**src/design/rsn_pkg.sv**
```systemverilog
package rsn_pkg;

    localparam int RANK_W     = 10;
    localparam int PROC_W     = 11;
    localparam int CELL_W     = 16;
    localparam int PLANE_W    = 2 * (PROC_W - 1) + 1;
    localparam int CFG_IDX_W  = 3;
    localparam int CFG_DATA_W = 16;

    localparam logic [PROC_W-1:0] MAX_PROCS = 11'd1024;

    localparam logic [CFG_IDX_W-1:0] CFG_SPLIT_MODE  = 3'd0;
    localparam logic [CFG_IDX_W-1:0] CFG_TOTAL_PROCS = 3'd1;
    localparam logic [CFG_IDX_W-1:0] CFG_PROCS_X     = 3'd2;
    localparam logic [CFG_IDX_W-1:0] CFG_PROCS_Y     = 3'd3;
    localparam logic [CFG_IDX_W-1:0] CFG_PROCS_Z     = 3'd4;
    localparam logic [CFG_IDX_W-1:0] CFG_GLOBAL_X    = 3'd5;
    localparam logic [CFG_IDX_W-1:0] CFG_GLOBAL_Y    = 3'd6;
    localparam logic [CFG_IDX_W-1:0] CFG_GLOBAL_Z    = 3'd7;

    localparam int FRONT_STAGES = 21;
    localparam int QUEUE_DEPTH  = 32;
    localparam int QUEUE_AW     = 5;
    localparam int CREDIT_W     = 6;

    // effective grid, clamped
    typedef struct packed {
        logic [PROC_W-1:0]  nx;
        logic [PROC_W-1:0]  ny;
        logic [PROC_W-1:0]  nz;
        logic [PLANE_W-1:0] plane;
        logic [CELL_W-1:0]  gx;
        logic [CELL_W-1:0]  gy;
        logic [CELL_W-1:0]  gz;
    } t_geom;

    typedef struct packed {
        logic [CELL_W-1:0] qx;
        logic [CELL_W-1:0] qy;
        logic [CELL_W-1:0] qz;
        logic [RANK_W-1:0] rx;
        logic [RANK_W-1:0] ry;
        logic [RANK_W-1:0] rz;
        logic [RANK_W-1:0] xp;
        logic [RANK_W-1:0] yp;
        logic [RANK_W-1:0] zp;
        logic [RANK_W-1:0] xup;
    } t_mid;

    typedef struct packed {
        logic [CELL_W-1:0] x_start;
        logic [CELL_W-1:0] x_end;
        logic [CELL_W-1:0] y_start;
        logic [CELL_W-1:0] y_end;
        logic [CELL_W-1:0] z_start;
        logic [CELL_W-1:0] z_end;
        logic [RANK_W-1:0] west;
        logic [RANK_W-1:0] east;
        logic [RANK_W-1:0] south;
        logic [RANK_W-1:0] north;
        logic [RANK_W-1:0] below;
        logic [RANK_W-1:0] above;
    } t_res;

endpackage

```
**src/design/rsn_back.sv**
```systemverilog
module rsn_back (
    input  logic           i_clk,
    input  logic           i_rst_n,
    input  rsn_pkg::t_geom i_geom,
    input  logic           i_q_empty,
    input  rsn_pkg::t_mid  i_q_data,
    output logic           o_q_pop,
    input  logic           i_pop,
    output logic           o_empty,
    output rsn_pkg::t_res  o_res
);
    import rsn_pkg::*;

    logic [2:0][CELL_W-1:0] r_q, r_ma, r_mb, r_mc;
    logic [2:0]             r_lt;
    logic [RANK_W-1:0]      r_xpp, r_xdp, r_xup, r_ypl, r_ydl, r_yul, r_zp, r_zd, r_zu;
    logic                   r_v1;
    logic                   r_v2;
    t_res                   r_res;

    logic [2:0][CELL_W-1:0] n_q, n_ma, n_mb, n_mc;
    logic [2:0]             n_lt;
    logic [RANK_W-1:0]      n_xpp, n_xdp, n_xup, n_ypl, n_ydl, n_yul, n_zd, n_zu;
    t_res                   n_res;
    logic                   adv1;
    logic                   adv2;

    assign adv2    = !r_v2 || i_pop;
    assign adv1    = !r_v1 || adv2;
    assign o_q_pop = adv1 && !i_q_empty;

    // stage 1: products
    always_comb begin
        logic [2:0][CELL_W-1:0] aq;
        logic [2:0][RANK_W-1:0] ar, ap;
        logic [CELL_W-1:0]      q1;
        logic [2*CELL_W-1:0]    pr;
        logic [2*RANK_W-1:0]    pn;
        logic [RANK_W-1:0]      xdn, ydn, yup, zdn, zup;
        logic [PROC_W-1:0]      t;
        aq = {i_q_data.qz, i_q_data.qy, i_q_data.qx};
        ar = {i_q_data.rz, i_q_data.ry, i_q_data.rx};
        ap = {i_q_data.zp, i_q_data.yp, i_q_data.xp};
        for (int a = 0; a < 3; a++) begin
            q1       = aq[a] + 16'd1;
            n_q[a]   = aq[a];
            n_lt[a]  = (ap[a] < ar[a]);
            pr       = q1 * {6'd0, ap[a]};
            n_ma[a]  = pr[CELL_W-1:0];
            pr       = q1 * {6'd0, ar[a]};
            n_mb[a]  = pr[CELL_W-1:0];
            pr       = aq[a] * ({6'd0, ap[a]} - {6'd0, ar[a]});
            n_mc[a]  = pr[CELL_W-1:0];
        end
        t   = i_geom.nx - 11'd1;
        xdn = (i_q_data.xp == '0) ? t[RANK_W-1:0] : i_q_data.xp - 1'b1;
        t   = i_geom.ny - 11'd1;
        ydn = (i_q_data.yp == '0) ? t[RANK_W-1:0] : i_q_data.yp - 1'b1;
        t   = {1'b0, i_q_data.yp} + 11'd1;
        yup = (t == i_geom.ny) ? '0 : t[RANK_W-1:0];
        t   = i_geom.nz - 11'd1;
        zdn = (i_q_data.zp == '0) ? t[RANK_W-1:0] : i_q_data.zp - 1'b1;
        t   = {1'b0, i_q_data.zp} + 11'd1;
        zup = (t == i_geom.nz) ? '0 : t[RANK_W-1:0];
        // neighbor ranks only need their low bits
        pn    = i_q_data.xp * i_geom.plane[RANK_W-1:0];
        n_xpp = pn[RANK_W-1:0];
        pn    = xdn * i_geom.plane[RANK_W-1:0];
        n_xdp = pn[RANK_W-1:0];
        pn    = i_q_data.xup * i_geom.plane[RANK_W-1:0];
        n_xup = pn[RANK_W-1:0];
        pn    = i_q_data.yp * i_geom.nz[RANK_W-1:0];
        n_ypl = pn[RANK_W-1:0];
        pn    = ydn * i_geom.nz[RANK_W-1:0];
        n_ydl = pn[RANK_W-1:0];
        pn    = yup * i_geom.nz[RANK_W-1:0];
        n_yul = pn[RANK_W-1:0];
        n_zd  = zdn;
        n_zu  = zup;
    end

    // stage 2: sums
    always_comb begin
        logic [2:0][CELL_W-1:0] lo, hi;
        for (int a = 0; a < 3; a++) begin
            lo[a] = r_lt[a] ? r_ma[a] : r_mb[a] + r_mc[a];
            hi[a] = lo[a] + r_q[a] + CELL_W'(r_lt[a]);
        end
        n_res.x_start = lo[0];
        n_res.x_end   = hi[0];
        n_res.y_start = lo[1];
        n_res.y_end   = hi[1];
        n_res.z_start = lo[2];
        n_res.z_end   = hi[2];
        n_res.west    = r_xdp + r_ypl + r_zp;
        n_res.east    = r_xup + r_ypl + r_zp;
        n_res.south   = r_xpp + r_ydl + r_zp;
        n_res.north   = r_xpp + r_yul + r_zp;
        n_res.below   = r_xpp + r_ypl + r_zd;
        n_res.above   = r_xpp + r_ypl + r_zu;
    end

    always_ff @(posedge i_clk) begin
        if (adv1) begin
            r_q   <= n_q;
            r_lt  <= n_lt;
            r_ma  <= n_ma;
            r_mb  <= n_mb;
            r_mc  <= n_mc;
            r_xpp <= n_xpp;
            r_xdp <= n_xdp;
            r_xup <= n_xup;
            r_ypl <= n_ypl;
            r_ydl <= n_ydl;
            r_yul <= n_yul;
            r_zp  <= i_q_data.zp;
            r_zd  <= n_zd;
            r_zu  <= n_zu;
        end
        if (adv2) begin
            r_res <= n_res;
        end
    end

    always_ff @(posedge i_clk) begin
        if (!i_rst_n) begin
            r_v1 <= 1'b0;
            r_v2 <= 1'b0;
        end else begin
            if (adv1) begin
                r_v1 <= !i_q_empty;
            end
            if (adv2) begin
                r_v2 <= r_v1;
            end
        end
    end

    assign o_empty = !r_v2;
    assign o_res   = r_res;

endmodule

```
**config.mk**
```make
export PLATFORM = sky130hd
export DESIGN_NAME = rsn_back
export DESIGN_NICKNAME = d
export VERILOG_FILES = /design/src/design/rsn_pkg.sv /design/src/design/rsn_back.sv
export SDC_FILE = /design/constraint.sdc
export NUM_CORES = 2
export LEC_CHECK = 0
export BUFFER_PORTS_ARGS = -buffer_cell sky130_fd_sc_hd__buf_2
export CAP_MARGIN = 20
export CORE_ASPECT_RATIO = 0.9
export CORE_UTILIZATION = 61
export DETAILED_ROUTE_END_ITERATION = 7
export GPL_TIMING_DRIVEN = 0
export PLACE_DENSITY = 0.9
export SLEW_MARGIN = 25
export SYNTH_ARGS = -nofsm -noshare
export SYNTH_HDL_FRONTEND = slang
export SYNTH_SLANG_ARGS = --single-unit
export TNS_END_PERCENT = 20
```
**constraint.sdc**
```tcl
create_clock -name i_clk -period 13.27 [get_ports i_clk]
set_input_delay 1.327 -clock i_clk [delete_from_list [all_inputs] [get_ports i_clk]]
set_output_delay 1.327 -clock i_clk [all_outputs]
set_load 0.03 [all_outputs]
```
==> metrics.md <==
| Metric | Value |
|---|---|
| Routed len/inst | `21.70 um` |
| Slowest stage delay, CP | `0.64 ns` |
| Num CTS Buffers | `51` |
| DRT Wirelength | `178,200 um` |
| Chip width | `338.5 um` |
| CP Class | `in2reg` |
| Fin crit period | `9.902 ns` |
| CTS Buffer Depth | `3` |
| Endpoints failing setup | `0` |
| Final std cells w/o fill | `8,214` |
| Critical path arrival | `10.26 ns` |
| Initial Utilization | `0.6189` |
| CTS tree | `built` |
| Total negative setup slack | `0 ns` |
| Share of cells above drive strength 1 | `0.06788` |
| Most used cell, CP | `xnor2_1` |
| Fillers | `7,445` |
| Port bufs | `315` |
| RSZ-0062 raised after global routing | `false` |
| Max-Cap Viols | `0` |
| CP startpoint | `i_q_data[20]` |
| Antenna Nets Post-Route | `0` |
| Final Cell Area | `0.06743 mm2` |
| # rows | `110` |
| Vias in the first global route | `50,150` |
| Status | `completed` |
| Hold WS | `0.5519 ns` |
| Slew at the pin closest to its max-slew limit | `1.227 ns` |
| Setup Buffers After CTS | `0` |
| Lkg Pwr | `0.03176 uW` |
| Worst slack at placement | `2.995 ns` |
| Area grow syn2layout | `8.439%` |
| Relative slew margins | `0.1795` |
| Post-synthesis instance total | `6,448` |
| Startpoint types | `primary input` |
| Largest net degree at the start of global routing | `90` |
| Num ports | `382` |
| Cell Area, Placed | `0.06567 mm2` |
| Synthesized Nets | `8,146` |
| Flops & latches, synth | `443` |
| Power per cell area | `293.2 mW/mm2` |
| Maximum VDD drop | `0.2336 mV` |
| Dominant synthesized flop cell | `edfxtp_1` |
| Hold_sp | `r_v1` |
| Starting DRT DRC Count | `4,804` |
| Placed insts | `8,115` |
| H-Tree Depth | `2` |
| Worst-path fanout max | `11` |
| Post-CTS Resized | `0` |
| Tcrit/Tclk final | `0.7462` |
| Number of synthesized flops with an enable pin | `441` |
| Clk_skew | `0.04302 ns` |
| GRT Total Usage | `0.3476` |
| Register area share after synthesis | `0.2136` |
| DIE AREA | `0.1032 mm2` |
| Drt first pass iters | `6` |
| Total number of yosys warnings | `0` |
| GP Congestion | `1.019` |
| Clk_lat worst skew | `0.65 ns` |
| Vias after detailed routing | `48,430` |
| CTS Hold Bufs | `0` |
| Worst setup EP type | `flip-flop` |
| Register clock-pin slew on the reported worst setup and hold paths | `0.06 ns` |
| DP HPWL | `142,900 um` |
| Final hold viol count | `0` |
| Async SR Flop Fraction | `0` |
| # nets final | `8,522` |
| Core area | `0.1005 mm2` |
| Root buf cell | `clkbuf_16` |
| Slack of the critical path | `3.368 ns` |
| Total gr overflow | `0` |
| Die Ht | `304.9 um` |
| R2R Path Start | `r_mb[0]` |
| Fmax | `101.0 MHz` |
| Distinct cells, synth | `75` |
| Mean Syn Cell Area | `9.643 um2` |
| CP required | `13.63 ns` |
| Area of the mapped netlist | `0.06218 mm2` |
| Clock sinks | `443` |
| Vias per inst | `5.896` |
| CP max stage cell | `clkbuf_1` |
| Initial antenna violation count | `19` |
| Slew Viols, Final | `0` |
| First-pass GRT wire length | `277,300 um` |
| Residual DRC | `0` |
| Worst hold path class | `reg2reg` |
==> metrics by stage <==
stage               total power (uW)    util
floorplan                      13930       -
global placement               17150  0.6513
detailed placement             17870  0.6536
CTS                            19510  0.6705
global route                   21270  0.6711
finish                         19770  0.6711
==> report_power, final <==
part	switching [uW]	internal, uW
Combinational	8690	6350
Sequential	353	2920
Clock	629	838
Total	9670	10100
==> metal layers <==
| metal | share of wire | global-route usage | vias to the layer above |
|---|---|---|---|
| met5 | 0.00044 | 0 | - |
| met4 | 0.054 | 0.1646 | 14 |
| met3 | 0.13 | 0.09369 | 623 |
| met2 | 0.44 | 0.5368 | 2908 |
| met1 | 0.37 | 0.4561 | 23850 |
| li1 | - | - | 21030 |
==> synth_stat cells (4+ instances only) <==
cell	n	area, um2
inv_1	1100	4129
fa_1	835	16720
nand2_1	781	2932
ha_1	639	7995
xnor2_1	485	4248
and2_1	476	2978
edfxtp_1	441	13240
nor2_1	280	1051
a21oi_1	217	1086
clkbuf_1	207	777.0
xor2_1	158	1384
o21ai_0	129	645.6
nor2b_1	126	788.3
o21bai_1	80	600.6
nand3_1	63	315.3
nor3_1	56	280.3
a21o_1	55	412.9
nand2b_1	42	262.8
and3_1	37	231.5
or3_1	18	112.6
nand4_1	15	93.84
a21boi_0	14	105.1
or2_2	14	87.58
a211oi_1	12	90.09
o21a_1	11	82.58
nor4_1	10	62.56
xnor3_1	10	225.2
a31oi_1	8	50.05
mux2_2	8	90.09
o41ai_1	8	70.07
o2111ai_1	7	61.31
o211ai_1	7	52.55
buf_1	6	22.52
mux2i_1	6	60.06
nand3b_1	6	45.04
and4_1	5	43.79
buf_2	5	25.02
o22ai_1	5	31.28
a211o_1	4	35.03
a41o_1	4	40.04
==> final timing paths <==
check / endpoint / depth (start not counted) / slack (ns)
worst max-delay path: r_ydl[9] / 33 / 3.37
worst min-delay path: r_v2 / 1 / 0.55
worst max register to register: o_res[139] / 18 / 7.85
worst min register to register: r_v2 / 1 / 0.55
==> state kept, by name, summed over array words and instances (netlist names), 48 cells and up <==
register	cells
o_res	156
r_ma	48
r_mb	48
r_mc	48
r_q	48
==> cell families after synthesis <==
family / count (synthesis) / synth area share
compound gates: 592 / 0.05930
xor+xnor: 655 / 0.09472
fa+ha+maj: 1474 / 0.3974
buf+inv: 1322 / 0.08005
flops: 443 / 0.2136
mux: 14 / 0.002415
simple gates: 1948 / 0.1525
==> critical path, delay by kind of cell <==
family | cells | cell delay, ns
compound gates | 2 | 0.73
xor+xnor | 8 | 1.58
fa+ha+maj | 7 | 2.88
simple gates | 5 | 1.14
mux | 1 | 0.31
buf+inv | 10 | 2.26
==> cells in the final DEF (no fill, tap or decap), drive strengths merged, types with 21 or more instances in the layout <==
cell and instances:
inv 1106, and3 37, nor2b 126, clkinv 21, o21bai 80, nand2 781
nand3 63, ha 639, nand2b 42, edfxtp 441, buf 336, xnor2 487
o21ai 131, fa 835, nor2 280, xor2 158, a21oi 218, and2 478
a21o 55, nor3 58, clkbuf 266
==> final cells by class <==
type,instances,area (um2),share of cell area
multi-input combinational,4683,44010,0.6528
timing repair buffer,323,1752,0.02598
inverter,1101,4140,0.06140
sequential,443,13280,0.1970
buffer,221,844.6,0.01253
clock inverter,36,374.1,0.005548
clock buffer,58,1324,0.01963
antenna,5,12.51,0.0001856
tap,1344,1682,0.02494
No activity file was read; power rests on OpenSTA's default activity.
